**src/hw/rtl/cspc_pkg.sv**
```systemverilog
// ----------------------------------------------------------------------------
// cspc_pkg
// shared types, constants and helper functions of the color space converter
// ----------------------------------------------------------------------------
package cspc_pkg;

    localparam int CHAN_W     = 8;
    localparam int WEIGHT_W   = 16;
    localparam int CFG_IDX_W  = 2;
    localparam int CFG_DATA_W = 16;

    localparam logic [7:0]  FULL_SCALE  = 8'd255;
    localparam logic [7:0]  HALF_TURN   = 8'd180;
    localparam logic [4:0]  SECTOR_HALF = 5'd30;
    localparam logic [12:0] SECTOR_DEN  = 13'd7650;
    // floor(2^32 / 7650)
    localparam logic [19:0] SECTOR_RECIP = 20'd561433;

    typedef enum logic [2:0] {
        MODE_RGB2GRAY = 3'd0,
        MODE_GRAY2RGB = 3'd1,
        MODE_RGB2HSV  = 3'd2,
        MODE_HSV2RGB  = 3'd3
    } mode_t;

    typedef enum logic [CFG_IDX_W-1:0] {
        REG_MODE     = 2'd0,
        REG_WEIGHT_1 = 2'd1,
        REG_WEIGHT_2 = 2'd2,
        REG_WEIGHT_3 = 2'd3
    } reg_idx_t;

    localparam mode_t MODE_RESET = MODE_RGB2HSV;
    localparam logic [WEIGHT_W-1:0] WEIGHT_1_RESET = 16'd7471;
    localparam logic [WEIGHT_W-1:0] WEIGHT_2_RESET = 16'd38470;
    localparam logic [WEIGHT_W-1:0] WEIGHT_3_RESET = 16'd19589;

    // divider state between stages: partial remainder, shifting dividend/quotient, divisor
    typedef struct packed {
        logic [7:0] rem;
        logic [7:0] lq;
        logic [7:0] dvs;
    } div_t;

    typedef struct packed {
        logic [2:0] sec;
        logic [4:0] fr;
    } sector_t;

    // hue 0..179 into 30-step sector and fraction
    function automatic sector_t hue_split(input logic [7:0] hh);
        sector_t    res;
        logic [7:0] rest;
        res.sec = 3'd0;
        rest    = hh;
        for (int i = 0; i < 5; i++)
        begin
            if (rest >= {3'd0, SECTOR_HALF})
            begin
                rest    = rest - {3'd0, SECTOR_HALF};
                res.sec = res.sec + 3'd1;
            end
        end
        res.fr = rest[4:0];
        return res;
    endfunction

    // exact x / 255 for x up to 255 * 255
    function automatic logic [7:0] div255(input logic [15:0] x);
        logic [16:0] t;
        t = {1'b0, x} + {9'd0, x[15:8]} + 17'd1;
        return t[15:8];
    endfunction

endpackage

```
**src/hw/rtl/cspc_if.sv**
```systemverilog
// ----------------------------------------------------------------------------
// cspc interfaces
// pixel, result and configuration channels with valid/ready handshake
// ----------------------------------------------------------------------------
interface cspc_pixel_if;
    logic       valid;
    logic       ready;
    logic [7:0] chan_first;
    logic [7:0] chan_second;
    logic [7:0] chan_third;

    modport source (output valid, chan_first, chan_second, chan_third, input ready);
    modport sink   (input valid, chan_first, chan_second, chan_third, output ready);
endinterface

interface cspc_result_if;
    logic       valid;
    logic       ready;
    logic [7:0] out_first;
    logic [7:0] out_second;
    logic [7:0] out_third;
    logic       bad_mode;

    modport source (output valid, out_first, out_second, out_third, bad_mode, input ready);
    modport sink   (input valid, out_first, out_second, out_third, bad_mode, output ready);
endinterface

interface cspc_cfg_if;
    logic        valid;
    logic        ready;
    logic [1:0]  index;
    logic [15:0] data;

    modport source (output valid, index, data, input ready);
    modport sink   (input valid, index, data, output ready);
endinterface

```
**src/hw/rtl/cspc_div_step.sv**
```systemverilog
// ----------------------------------------------------------------------------
// cspc_div_step
// one registered stage of a restoring divider, two quotient bits per stage
// ----------------------------------------------------------------------------
module cspc_div_step (
    input  logic            clk,
    input  logic            en,
    input  cspc_pkg::div_t  din,
    output cspc_pkg::div_t  dout
);

    cspc_pkg::div_t dout_reg;
    cspc_pkg::div_t dout_next;

    always_comb
    begin
        logic [8:0] trial;
        dout_next = din;
        for (int i = 0; i < 2; i++)
        begin
            trial = {dout_next.rem, dout_next.lq[7]};
            if (trial >= {1'b0, dout_next.dvs})
            begin
                trial         = trial - {1'b0, dout_next.dvs};
                dout_next.lq  = {dout_next.lq[6:0], 1'b1};
            end
            else
            begin
                dout_next.lq  = {dout_next.lq[6:0], 1'b0};
            end
            dout_next.rem = trial[7:0];
        end
    end

    always_ff @(posedge clk)
    begin
        if (en)
        begin
            dout_reg <= dout_next;
        end
    end

    assign dout = dout_reg;

endmodule

```
**src/hw/rtl/color_space_pixel_converter.sv**
```systemverilog
// ----------------------------------------------------------------------------
// color_space_pixel_converter
// gray, gray-to-rgb, rgb-to-hsv and hsv-to-rgb conversion of 8-bit pixels
// ----------------------------------------------------------------------------
// throughput: one pixel per cycle; the whole pipeline holds while the result waits
// the two hsv divisions run through four 2-bit divider stages
// reset clears stage valid bits and loads the default mode and weights
// ----------------------------------------------------------------------------
module color_space_pixel_converter (
    input  logic                 clk,
    input  logic                 rst_n,
    cspc_pixel_if.sink           pixel,
    cspc_result_if.source        result,
    cspc_cfg_if.sink             cfg
);

    // configuration
    cspc_pkg::mode_t mode_reg;
    logic [15:0]     w1_reg;
    logic [15:0]     w2_reg;
    logic [15:0]     w3_reg;

    assign cfg.ready = 1'b1;

    always_ff @(posedge clk or negedge rst_n)
    begin
        if (!rst_n)
        begin
            mode_reg <= cspc_pkg::MODE_RESET;
            w1_reg   <= cspc_pkg::WEIGHT_1_RESET;
            w2_reg   <= cspc_pkg::WEIGHT_2_RESET;
            w3_reg   <= cspc_pkg::WEIGHT_3_RESET;
        end
        else if (cfg.valid)
        begin
            unique case (cspc_pkg::reg_idx_t'(cfg.index))
                cspc_pkg::REG_MODE:     mode_reg <= cspc_pkg::mode_t'(cfg.data[2:0]);
                cspc_pkg::REG_WEIGHT_1: w1_reg   <= cfg.data;
                cspc_pkg::REG_WEIGHT_2: w2_reg   <= cfg.data;
                cspc_pkg::REG_WEIGHT_3: w3_reg   <= cfg.data;
                default: ;
            endcase
        end
    end

    // pipeline control
    logic [6:0] vld_reg;
    logic       adv;

    assign adv         = !vld_reg[6] || result.ready;
    assign pixel.ready = adv;

    always_ff @(posedge clk or negedge rst_n)
    begin
        if (!rst_n)
        begin
            vld_reg <= '0;
        end
        else if (adv)
        begin
            vld_reg <= {vld_reg[5:0], pixel.valid};
        end
    end

    // stage 1: max/min, gray products, hue sector
    logic [7:0]        mx_next;
    logic [7:0]        mn_next;
    logic [1:0]        sel_next;
    logic [7:0]        hh_next;
    cspc_pkg::sector_t sec_next;

    always_comb
    begin
        mx_next = (pixel.chan_first > pixel.chan_second) ? pixel.chan_first : pixel.chan_second;
        if (pixel.chan_third > mx_next)
        begin
            mx_next = pixel.chan_third;
        end
        mn_next = (pixel.chan_first < pixel.chan_second) ? pixel.chan_first : pixel.chan_second;
        if (pixel.chan_third < mn_next)
        begin
            mn_next = pixel.chan_third;
        end
        if (mx_next == pixel.chan_first)
        begin
            sel_next = 2'd0;
        end
        else if (mx_next == pixel.chan_second)
        begin
            sel_next = 2'd1;
        end
        else
        begin
            sel_next = 2'd2;
        end
        hh_next  = (pixel.chan_first >= cspc_pkg::HALF_TURN)
                 ? pixel.chan_first - cspc_pkg::HALF_TURN : pixel.chan_first;
        sec_next = cspc_pkg::hue_split(hh_next);
    end

    cspc_pkg::mode_t   mode1_reg;
    logic [7:0]        r1_reg, g1_reg, b1_reg;
    logic [7:0]        mx1_reg, d1_reg;
    logic [1:0]        sel1_reg;
    logic [23:0]       gp1_reg, gp2_reg, gp3_reg;
    cspc_pkg::sector_t sec1_reg;

    always_ff @(posedge clk)
    begin
        if (adv)
        begin
            mode1_reg <= mode_reg;
            r1_reg    <= pixel.chan_first;
            g1_reg    <= pixel.chan_second;
            b1_reg    <= pixel.chan_third;
            mx1_reg   <= mx_next;
            d1_reg    <= mx_next - mn_next;
            sel1_reg  <= sel_next;
            gp1_reg   <= w1_reg * pixel.chan_first;
            gp2_reg   <= w2_reg * pixel.chan_second;
            gp3_reg   <= w3_reg * pixel.chan_third;
            sec1_reg  <= sec_next;
        end
    end

    // stage 2: gray sum, hue numerator, divider setup, rgb partial products
    logic [25:0]        gsum_next;
    logic [7:0]         gray_next;
    logic signed [17:0] rs, gs, bs, ds, hnum_next;
    logic [15:0]        snum_next;
    cspc_pkg::div_t     divs_next, divh_next;
    logic [7:0]         a0_next, a1_next, a2_next;

    always_comb
    begin
        gsum_next = {2'd0, gp1_reg} + {2'd0, gp2_reg} + {2'd0, gp3_reg};
        gray_next = (gsum_next[25:16] > {2'd0, cspc_pkg::FULL_SCALE})
                  ? cspc_pkg::FULL_SCALE : gsum_next[23:16];
        rs = signed'({10'd0, r1_reg});
        gs = signed'({10'd0, g1_reg});
        bs = signed'({10'd0, b1_reg});
        ds = signed'({10'd0, d1_reg});
        unique case (sel1_reg)
            2'd0:    hnum_next = (gs - bs) * 18'sd30;
            2'd1:    hnum_next = (bs - rs) * 18'sd30 + ds * 18'sd60;
            default: hnum_next = (rs - gs) * 18'sd30 + ds * 18'sd120;
        endcase
        if (hnum_next < 0)
        begin
            hnum_next = hnum_next + ds * 18'sd180;
        end
        snum_next     = d1_reg * cspc_pkg::FULL_SCALE;
        divs_next.rem = snum_next[15:8];
        divs_next.lq  = snum_next[7:0];
        divs_next.dvs = mx1_reg;
        divh_next.rem = hnum_next[15:8];
        divh_next.lq  = hnum_next[7:0];
        divh_next.dvs = d1_reg;
        a0_next = '0;
        a1_next = '0;
        a2_next = '0;
        unique case (mode1_reg)
            cspc_pkg::MODE_RGB2GRAY: a0_next = gray_next;
            cspc_pkg::MODE_GRAY2RGB:
            begin
                a0_next = r1_reg;
                a1_next = r1_reg;
                a2_next = r1_reg;
            end
            cspc_pkg::MODE_RGB2HSV:  a2_next = mx1_reg;
            default: ;
        endcase
    end

    cspc_pkg::mode_t   mode_p_reg [2:6];
    logic              zero_p_reg [2:6];
    logic [7:0]        a0_p_reg [2:6];
    logic [7:0]        a1_p_reg [2:6];
    logic [7:0]        a2_p_reg [2:6];
    cspc_pkg::div_t    divs2_reg, divh2_reg;
    cspc_pkg::sector_t sec_p_reg [2:5];
    logic [7:0]        v_p_reg [2:5];
    logic [12:0]       sfr2_reg, s30_2_reg;
    logic [15:0]       xp2_reg;

    always_ff @(posedge clk)
    begin
        if (adv)
        begin
            mode_p_reg[2] <= mode1_reg;
            zero_p_reg[2] <= (d1_reg == 8'd0);
            a0_p_reg[2]   <= a0_next;
            a1_p_reg[2]   <= a1_next;
            a2_p_reg[2]   <= a2_next;
            divs2_reg     <= divs_next;
            divh2_reg     <= divh_next;
            sec_p_reg[2]  <= sec1_reg;
            v_p_reg[2]    <= b1_reg;
            sfr2_reg      <= g1_reg * sec1_reg.fr;
            s30_2_reg     <= g1_reg * (cspc_pkg::SECTOR_HALF - sec1_reg.fr);
            xp2_reg       <= b1_reg * (cspc_pkg::FULL_SCALE - g1_reg);
            for (int k = 3; k <= 6; k++)
            begin
                mode_p_reg[k] <= mode_p_reg[k-1];
                zero_p_reg[k] <= zero_p_reg[k-1];
                a0_p_reg[k]   <= a0_p_reg[k-1];
                a1_p_reg[k]   <= a1_p_reg[k-1];
                a2_p_reg[k]   <= a2_p_reg[k-1];
            end
            for (int k = 3; k <= 5; k++)
            begin
                sec_p_reg[k] <= sec_p_reg[k-1];
                v_p_reg[k]   <= v_p_reg[k-1];
            end
        end
    end

    // stages 3..6: saturation and hue dividers
    cspc_pkg::div_t divs_st [3:6];
    cspc_pkg::div_t divh_st [3:6];

    cspc_div_step u_divs3 (.clk(clk), .en(adv), .din(divs2_reg),  .dout(divs_st[3]));
    cspc_div_step u_divs4 (.clk(clk), .en(adv), .din(divs_st[3]), .dout(divs_st[4]));
    cspc_div_step u_divs5 (.clk(clk), .en(adv), .din(divs_st[4]), .dout(divs_st[5]));
    cspc_div_step u_divs6 (.clk(clk), .en(adv), .din(divs_st[5]), .dout(divs_st[6]));
    cspc_div_step u_divh3 (.clk(clk), .en(adv), .din(divh2_reg),  .dout(divh_st[3]));
    cspc_div_step u_divh4 (.clk(clk), .en(adv), .din(divh_st[3]), .dout(divh_st[4]));
    cspc_div_step u_divh5 (.clk(clk), .en(adv), .din(divh_st[4]), .dout(divh_st[5]));
    cspc_div_step u_divh6 (.clk(clk), .en(adv), .din(divh_st[5]), .dout(divh_st[6]));

    // stages 3..6: hsv to rgb with reciprocal division by 7650
    logic [20:0] xq3_reg, xt3_reg, xq4_reg, xt4_reg;
    logic [7:0]  p_p_reg [3:5];
    logic [7:0]  eq4_reg, et4_reg, q5_reg, t5_reg;
    logic [7:0]  rgb0_6_reg, rgb1_6_reg, rgb2_6_reg;
    logic [39:0] eq_prod, et_prod;
    logic [20:0] rq_next, rt_next;
    logic [8:0]  q_next, t_next;

    always_comb
    begin
        eq_prod = xq3_reg * cspc_pkg::SECTOR_RECIP;
        et_prod = xt3_reg * cspc_pkg::SECTOR_RECIP;
        rq_next = xq4_reg - eq4_reg * cspc_pkg::SECTOR_DEN;
        rt_next = xt4_reg - et4_reg * cspc_pkg::SECTOR_DEN;
        q_next  = {1'b0, eq4_reg} + ((rq_next >= {8'd0, cspc_pkg::SECTOR_DEN}) ? 9'd1 : 9'd0);
        t_next  = {1'b0, et4_reg} + ((rt_next >= {8'd0, cspc_pkg::SECTOR_DEN}) ? 9'd1 : 9'd0);
    end

    always_ff @(posedge clk)
    begin
        if (adv)
        begin
            xq3_reg    <= v_p_reg[2] * (cspc_pkg::SECTOR_DEN - sfr2_reg);
            xt3_reg    <= v_p_reg[2] * (cspc_pkg::SECTOR_DEN - s30_2_reg);
            p_p_reg[3] <= cspc_pkg::div255(xp2_reg);
            xq4_reg    <= xq3_reg;
            xt4_reg    <= xt3_reg;
            eq4_reg    <= eq_prod[39:32];
            et4_reg    <= et_prod[39:32];
            p_p_reg[4] <= p_p_reg[3];
            q5_reg     <= q_next[7:0];
            t5_reg     <= t_next[7:0];
            p_p_reg[5] <= p_p_reg[4];
            case (sec_p_reg[5].sec)
                3'd0:
                begin
                    rgb0_6_reg <= v_p_reg[5]; rgb1_6_reg <= t5_reg; rgb2_6_reg <= p_p_reg[5];
                end
                3'd1:
                begin
                    rgb0_6_reg <= q5_reg; rgb1_6_reg <= v_p_reg[5]; rgb2_6_reg <= p_p_reg[5];
                end
                3'd2:
                begin
                    rgb0_6_reg <= p_p_reg[5]; rgb1_6_reg <= v_p_reg[5]; rgb2_6_reg <= t5_reg;
                end
                3'd3:
                begin
                    rgb0_6_reg <= p_p_reg[5]; rgb1_6_reg <= q5_reg; rgb2_6_reg <= v_p_reg[5];
                end
                3'd4:
                begin
                    rgb0_6_reg <= t5_reg; rgb1_6_reg <= p_p_reg[5]; rgb2_6_reg <= v_p_reg[5];
                end
                default:
                begin
                    rgb0_6_reg <= v_p_reg[5]; rgb1_6_reg <= p_p_reg[5]; rgb2_6_reg <= q5_reg;
                end
            endcase
        end
    end

    // stage 7: output register
    logic [7:0] o0_next, o1_next, o2_next;
    logic       bad_next;
    logic [7:0] o0_reg, o1_reg, o2_reg;
    logic       bad_reg;

    always_comb
    begin
        o0_next  = a0_p_reg[6];
        o1_next  = a1_p_reg[6];
        o2_next  = a2_p_reg[6];
        bad_next = 1'b0;
        unique case (mode_p_reg[6])
            cspc_pkg::MODE_RGB2GRAY, cspc_pkg::MODE_GRAY2RGB: ;
            cspc_pkg::MODE_RGB2HSV:
            begin
                o0_next = zero_p_reg[6] ? 8'd0 : divh_st[6].lq;
                o1_next = zero_p_reg[6] ? 8'd0 : divs_st[6].lq;
            end
            cspc_pkg::MODE_HSV2RGB:
            begin
                o0_next = rgb0_6_reg;
                o1_next = rgb1_6_reg;
                o2_next = rgb2_6_reg;
            end
            default:
            begin
                o0_next  = '0;
                o1_next  = '0;
                o2_next  = '0;
                bad_next = 1'b1;
            end
        endcase
    end

    always_ff @(posedge clk)
    begin
        if (adv)
        begin
            o0_reg  <= o0_next;
            o1_reg  <= o1_next;
            o2_reg  <= o2_next;
            bad_reg <= bad_next;
        end
    end

    assign result.valid      = vld_reg[6];
    assign result.out_first  = o0_reg;
    assign result.out_second = o1_reg;
    assign result.out_third  = o2_reg;
    assign result.bad_mode   = bad_reg;

endmodule

```
**src/flat_wrapper.sv**
```systemverilog
// flat-port wrapper written by rule: the top's interface ports become plain ports
module color_space_pixel_converter_flat 
  (clk, rst_n, pixel_valid, pixel_chan_first, pixel_chan_second, pixel_chan_third, pixel_ready, result_valid, result_out_first, result_out_second, result_out_third, result_bad_mode, result_ready, cfg_valid, cfg_index, cfg_data, cfg_ready);
  cspc_pixel_if pixel_i ();
  cspc_result_if result_i ();
  cspc_cfg_if cfg_i ();
  input  logic clk;
  input  logic rst_n;
  input wire logic [$bits(pixel_i.valid)-1:0] pixel_valid;
  input wire logic [$bits(pixel_i.chan_first)-1:0] pixel_chan_first;
  input wire logic [$bits(pixel_i.chan_second)-1:0] pixel_chan_second;
  input wire logic [$bits(pixel_i.chan_third)-1:0] pixel_chan_third;
  output wire logic [$bits(pixel_i.ready)-1:0] pixel_ready;
  output wire logic [$bits(result_i.valid)-1:0] result_valid;
  output wire logic [$bits(result_i.out_first)-1:0] result_out_first;
  output wire logic [$bits(result_i.out_second)-1:0] result_out_second;
  output wire logic [$bits(result_i.out_third)-1:0] result_out_third;
  output wire logic [$bits(result_i.bad_mode)-1:0] result_bad_mode;
  input wire logic [$bits(result_i.ready)-1:0] result_ready;
  input wire logic [$bits(cfg_i.valid)-1:0] cfg_valid;
  input wire logic [$bits(cfg_i.index)-1:0] cfg_index;
  input wire logic [$bits(cfg_i.data)-1:0] cfg_data;
  output wire logic [$bits(cfg_i.ready)-1:0] cfg_ready;
  assign pixel_i.valid = pixel_valid;
  assign pixel_i.chan_first = pixel_chan_first;
  assign pixel_i.chan_second = pixel_chan_second;
  assign pixel_i.chan_third = pixel_chan_third;
  assign pixel_ready = pixel_i.ready;
  assign result_valid = result_i.valid;
  assign result_out_first = result_i.out_first;
  assign result_out_second = result_i.out_second;
  assign result_out_third = result_i.out_third;
  assign result_bad_mode = result_i.bad_mode;
  assign result_i.ready = result_ready;
  assign cfg_i.valid = cfg_valid;
  assign cfg_i.index = cfg_index;
  assign cfg_i.data = cfg_data;
  assign cfg_ready = cfg_i.ready;
  color_space_pixel_converter u_core (.clk(clk), .rst_n(rst_n), .pixel(pixel_i), .result(result_i), .cfg(cfg_i));
endmodule
```
**config.mk**
```make
export PLATFORM = sky130hd
export DESIGN_NAME = color_space_pixel_converter_flat
export DESIGN_NICKNAME = d
export VERILOG_FILES = /design/src/hw/rtl/cspc_pkg.sv /design/src/hw/rtl/cspc_if.sv /design/src/hw/rtl/cspc_div_step.sv /design/src/hw/rtl/color_space_pixel_converter.sv /design/src/flat_wrapper.sv
export SDC_FILE = /design/constraint.sdc
export NUM_CORES = 2
export LEC_CHECK = 0
export BUFFER_PORTS_ARGS = -buffer_cell sky130_fd_sc_hd__clkbuf_2
export CAP_MARGIN = 20
export CORE_UTILIZATION = 45
export CTS_CLUSTER_SIZE = 14
export DETAILED_ROUTE_END_ITERATION = 10
export PLACE_DENSITY = 0.63
export SYNTH_ARGS = -nofsm -noshare
export SYNTH_HDL_FRONTEND = slang
export SYNTH_SLANG_ARGS = --single-unit
export TNS_END_PERCENT = 100
```
**constraint.sdc**
```tcl
create_clock -name clk -period 39.1 [get_ports clk]
set_input_delay 5.865 -clock clk [delete_from_list [all_inputs] [get_ports clk]]
set_output_delay 5.865 -clock clk [all_outputs]
set_load 0.01 [all_outputs]
```
# == Word level (Yosys, flattened, before mapping) ==
# Memory sizes are Yosys's and may differ from the RTL's.
# Index checks and enable logic that the tools add are counted.
# totals
ramBits,228
word_cells,260
memories,8
out_inout_bits,28
in_bits,47
regBits,598
# memory_table
name,words,word_bits,read_ports,rd_clocked_by_memory_dff,write_ports,line_no,source
u_core.a0_p_reg,5,8,5,0,5,color_space_pixel_converter.sv:177,logic [7:0] a0_p_reg [2:6];
u_core.a1_p_reg,5,8,5,0,5,color_space_pixel_converter.sv:178,logic [7:0] a1_p_reg [2:6];
u_core.a2_p_reg,5,8,5,0,5,color_space_pixel_converter.sv:179,logic [7:0] a2_p_reg [2:6];
u_core.sec_p_reg,4,8,4,0,4,color_space_pixel_converter.sv:181,cspc_pkg::sector_t sec_p_reg [2:5];
u_core.v_p_reg,4,8,4,0,4,color_space_pixel_converter.sv:182,logic [7:0] v_p_reg [2:5];
u_core.p_p_reg,3,8,3,0,3,color_space_pixel_converter.sv:233,logic [7:0] p_p_reg [3:5];
+2 memories,n/a,n/a,n/a,n/a,n/a,n/a,
# op_classes
n_addsub,43
n_mux,65
mul,19
order_cmp,30
reduce_logical,19
n_eq_ne,15
# ops
op,count
8-bit 2-to-1 mux,27
9-bit by 8-bit greater-or-equal comparator with 1-bit output,16
8-bit one-hot mux with 3 select lines,5
8-bit subtractor,15
21-bit by 20-bit multiplier with 40-bit output (second input constant),2
16-bit by 8-bit multiplier with 24-bit output,3
18-bit by 5-bit multiplier with 17-bit output (second input constant),3
8-bit one-hot mux with 2 select lines,3
21-bit by 13-bit greater-or-equal comparator with 1-bit output (second input constant),2
8-bit by 21-bit multiplier with 21-bit output,2
21-bit subtractor,2
8-bit by 5-bit greater-or-equal comparator with 1-bit output (second input constant),5
8-bit by 12-bit multiplier with 20-bit output (second input constant),2
18-bit adder,2
18-bit one-hot mux with 2 select lines,1
8-bit by 5-bit subtractor with 8-bit output (second input constant),4
13-bit by 13-bit subtractor with 14-bit output (first input constant),2
8-bit by 8-bit subtractor with 9-bit output,3
26-bit by 24-bit adder with 26-bit output,1
24-bit by 24-bit adder with 25-bit output,1
8-bit by 4-bit multiplier with 12-bit output (second input constant),2
1-bit 2-to-1 mux,22
18-bit by 1-bit less-than comparator with 1-bit output (second input constant),1
16-bit by 1-bit adder with 16-bit output (second input constant),1
37 further kinds,64

# == Depth between registers and ports, before layout ==
# logic_depth
ltp_word,12
ltp_mapped,38
mapped_depth_nobuf,36

# == By module ==
# A second synthesis with hierarchy kept.
# unflattened
cells_unflattened,8135
hier_area_um2,85781.0
# by_module_without_submodules
mod,cells_each,seq_area_each_um2,instances,area_each_um2
color_space_pixel_converter,6951,18926.9,1,72398.2
cspc_div_step,148,720.7,8,1672.9

# == Least setup slack after synthesis ==
# OpenSTA, ideal clock, no wires.
# synth_path
path_type,in2out
from,in result_ready
to,out pixel_ready
arrival_time_ns,26.066
cell_stages,2
n_path_buf,1
slack_ns,7.169
required_time_ns,33.235
cell_sequence,nand2b_1 > clkbuf_1
# synth_via
elab_chain_len,1
# synth_lines
element,line_no,source
"start, declared",flat_wrapper.sv:19,input wire logic [$bits(result_i.ready)-1:0] result_ready;
1-bit logical OR,color_space_pixel_converter.sv:50,assign adv = !vld_reg[6] || result.ready;
"end, declared",flat_wrapper.sv:13,output wire logic [$bits(pixel_i.ready)-1:0] pixel_ready;
# Every way passes these cells.

==> results.md <==
- Simple-gate share of the synthesized area: 10.13%
- FF-to-FF setup slack: 30.67 ns
- CP bufs+invs: 3
- DRC viols: 0
- Non-filler cells, final: 10683
- Die area: 187400 sq um
- CTS tree: yes
- Syn Inst Count: 8092
- Hold Vio Cnt, Final: 0
- Post-synthesis sequential area ratio: 28.18%
- Xor/xnor cell area share of the yosys netlist: 4.769%
- Placed cell area: 86710 sq um
- Area contributors post-synth: edfxtp_1, fa_1, ha_1
- GP Congestion: 0.8862
- Rel. slew slack: 26.38%
- Routed vias/inst: 5.186
- Synth top area share: 26.41%
- Congestion Overflow GR: 0
- Die Y: 432.9 um
- Critical Path Fanout Max: 28
- RSZ-0062 raised after global routing: no
- Compound-Gate Fraction of Synth Area: 8.944%
- DRT iter0 DRCs: 3223
- Critical path class: input pin to register
- Tcrit/Tclk final: 33.29%
- # clock sinks: 793
- Worst EP arrival: 13.48 ns
- First-pass GRT wire length: 300.9 mm
- Router iterations before antenna repair: 5
- Worst Hold Launch: u_core.mode_p_reg[4][2]
- Post-route minimum period: 13.02 ns
- Crit Reg-Reg Endpoint: u_core.divh2_reg[10]
- Via count: 55399
- Port Buffers: 73
- CORE AREA: 183700 sq um
- Initial Utilization: 45.50%
- Count of unique library cells instantiated by Yosys: 101
- EDFF count, synth: 735
- Status: finished clean
- Clk_lat worst skew: 0.73 ns
- Max-cap violations: 0
- Critical path's top delay family: simple AND/OR/NAND/NOR gates
- Synth Area in Adders: 38.11%
- Synth area leader: edfxtp_1
- # setup viols final: 0
- Final wirelength: 185.3 mm
- Critical path's slowest cell: clkbuf_2
- Number of global-route vias before repair: 57256
- Share of async-settable or async-resettable flops after synthesis: 7.314%
- Reg2Reg Depth: 30
- Rows: 157
- CP Capture Type: register
- Antenna violations before repair: 10
- Max incr delay on CP: 0.51 ns
- Avg Synthesized Cell Area: 10.33 sq um
- WL per Instance: 17.34 um
- Final Net Count: 10237
- Critical path launch point type: input pin
- Worst Skew: 0.07114 ns
- Final WS setup: 26.08 ns
- Worst hold stages: 0
- CP required: 39.57 ns
- PostCTS Resize Cnt: 0
- Synth Register Bits: 793
- Clk root buf: clkbuf_16
- Pre-CTS setup slack: 25.35 ns
- Cts bufs inserted: 94
- Post-CTS Setup Bufs: 0
- Worst hold endpoint: u_core.mode_p_reg[5][2]
- Placed cell count: 10504
- Post-route cell area: 89880 sq um
- Slew @ Worst Pin: 1.104 ns
- Hpwl dp: 148.3 mm
- Ys Warns: 0
- Post-synthesis mux area share: 2.254%
- Top Ports: 75
- Syn Nets: 10193
- Ys flop type: edfxtp_1
- Slew Viols, Final: 0
- Worst hold path type: register to register
- Area Growth Syn to Fin: 7.563%
- Cts hold-fix bufs: 0
- Post-route ant nets: 0
- Chip width: 432.9 um
- Share of layout cells above drive strength 1: 5.479%
- CTS H-tree depth: 3
- Clk buf depth: 3
- Synth Cell Area: 83560 sq um
- Largest net degree at the start of global routing: 178
- Largest family of logic cells by synthesized area: adder cells
- Post-route setup TNS: 0 ns
- CTS clk-pin slew, worst paths: 0.06 ns
- GRT Overall Usage: 20.16%
- Worst R2R Start: u_core.sec1_reg[0]
- Fmax: 76.83 MHz
[through the flow]
step | hold slack, ns | utilization, %
6_report | 0.3710 | 48.94
2_1_floorplan | 0.4003 | -
4_1_cts | 0.3636 | 48.93
3_5_place_dp | 0.4045 | 47.21
5_1_grt | 0.3832 | 48.93
3_3_place_gp | 0.4015 | 47.21
[placed cells by master (no fill, tap or decap), types with 18 or more instances in the layout]
cell,count
inv_1,1507
clkbuf_16,94
fa_1,819
nor3_1,63
o21a_1,43
o21bai_1,79
buf_4,41
nand4_1,38
a21oi_1,358
o31ai_1,24
mux2_2,118
nor2_1,375
dfrtp_1,35
clkinv_1,18
nand3_1,49
o22ai_1,19
nor2b_1,99
xnor2_1,331
nand2_1,633
a21o_1,90
nand2b_1,67
xor2_1,124
ha_1,1235
dfstp_2,23
and3_1,29
and2_1,313
a211oi_1,33
o21ai_0,301
a21boi_0,60
mux2i_1,51
edfxtp_1,735
clkbuf_2,73
[routing by layer]
metal	wire (um)	track usage, %	vias to the layer above
met5	0	0	-
met4	4820	5.424	0
met3	6175	2.033	242
met2	89470	34.56	894
met1	84790	27.07	27313
li1	-	-	26950
[synthesized netlist by cell type (all sizes together) (20+ instances only)]
cell and n:
buf 31, nand2b 68, and3 29, nor3 64, nand3 49, fa 819, a211oi 34, dfstp 23
nor2b 99, a21o 90, o22ai 20, nand2 633, inv 1508, xnor2 331, a21oi 358, o21ai 305
mux2i 52, mux2 120, clkbuf 137, and2 314, nor2 376, a21boi 62, o31ai 25, xor2 124
ha 1235, o21bai 79, o21a 43, dfrtp 35, edfxtp 735, nand4 38
[worst reg2reg max path: cells and delay by family (launching register included)]
family	cells	cell delay, ns
XOR/XNOR	3	0.78
adder cells (fa/ha/maj)	7	2.48
buffers and inverters	5	0.64
multiplexers	1	0.47
flip-flops	1	0.71
AO/OA/AOI/OAI	11	2.74
AND/OR/NAND/NOR	3	0.33
[worst max-delay path by stage]
stage,start,to,slack [ns],depth (start not counted)
final,pixel_chan_first[2],u_core.sec1_reg[3],26.08,33
after global routing,pixel_chan_first[2],u_core.sec1_reg[3],25.38,33
after CTS,pixel_chan_first[2],u_core.sec1_reg[3],26.14,33
after detailed placement,pixel_chan_first[2],u_core.sec1_reg[3],25.35,33
after global placement,pixel_chan_first[2],u_core.sec1_reg[3],25.49,33
after floorplan,result_ready,pixel_ready,7.17,2
[cell type report]
cell class | instances | area [sq um]
antenna | 6 | 15.01
inverter | 1515 | 5687
sequential | 793 | 23550
timing repair buffer | 116 | 713.2
multi-input combinational | 5616 | 53670
fill | 16649 | 93790
tap | 2464 | 3083
clock buffer | 104 | 2400
clock inverter | 69 | 759.5
[cells by family after synthesis]
| kind of cell | count (synthesis) |
|---|---|
| mux | 172 |
| xor+xnor | 455 |
| simple gates | 1754 |
| buf+inv | 1683 |
| other cells | 1 |
| fa+ha+maj | 2054 |
| flops | 793 |
| compound gates | 1180 |
Power is left out: the tool's default activity adds up to more than one toggle a clock period on the data nets, which glitch-free logic cannot reach.
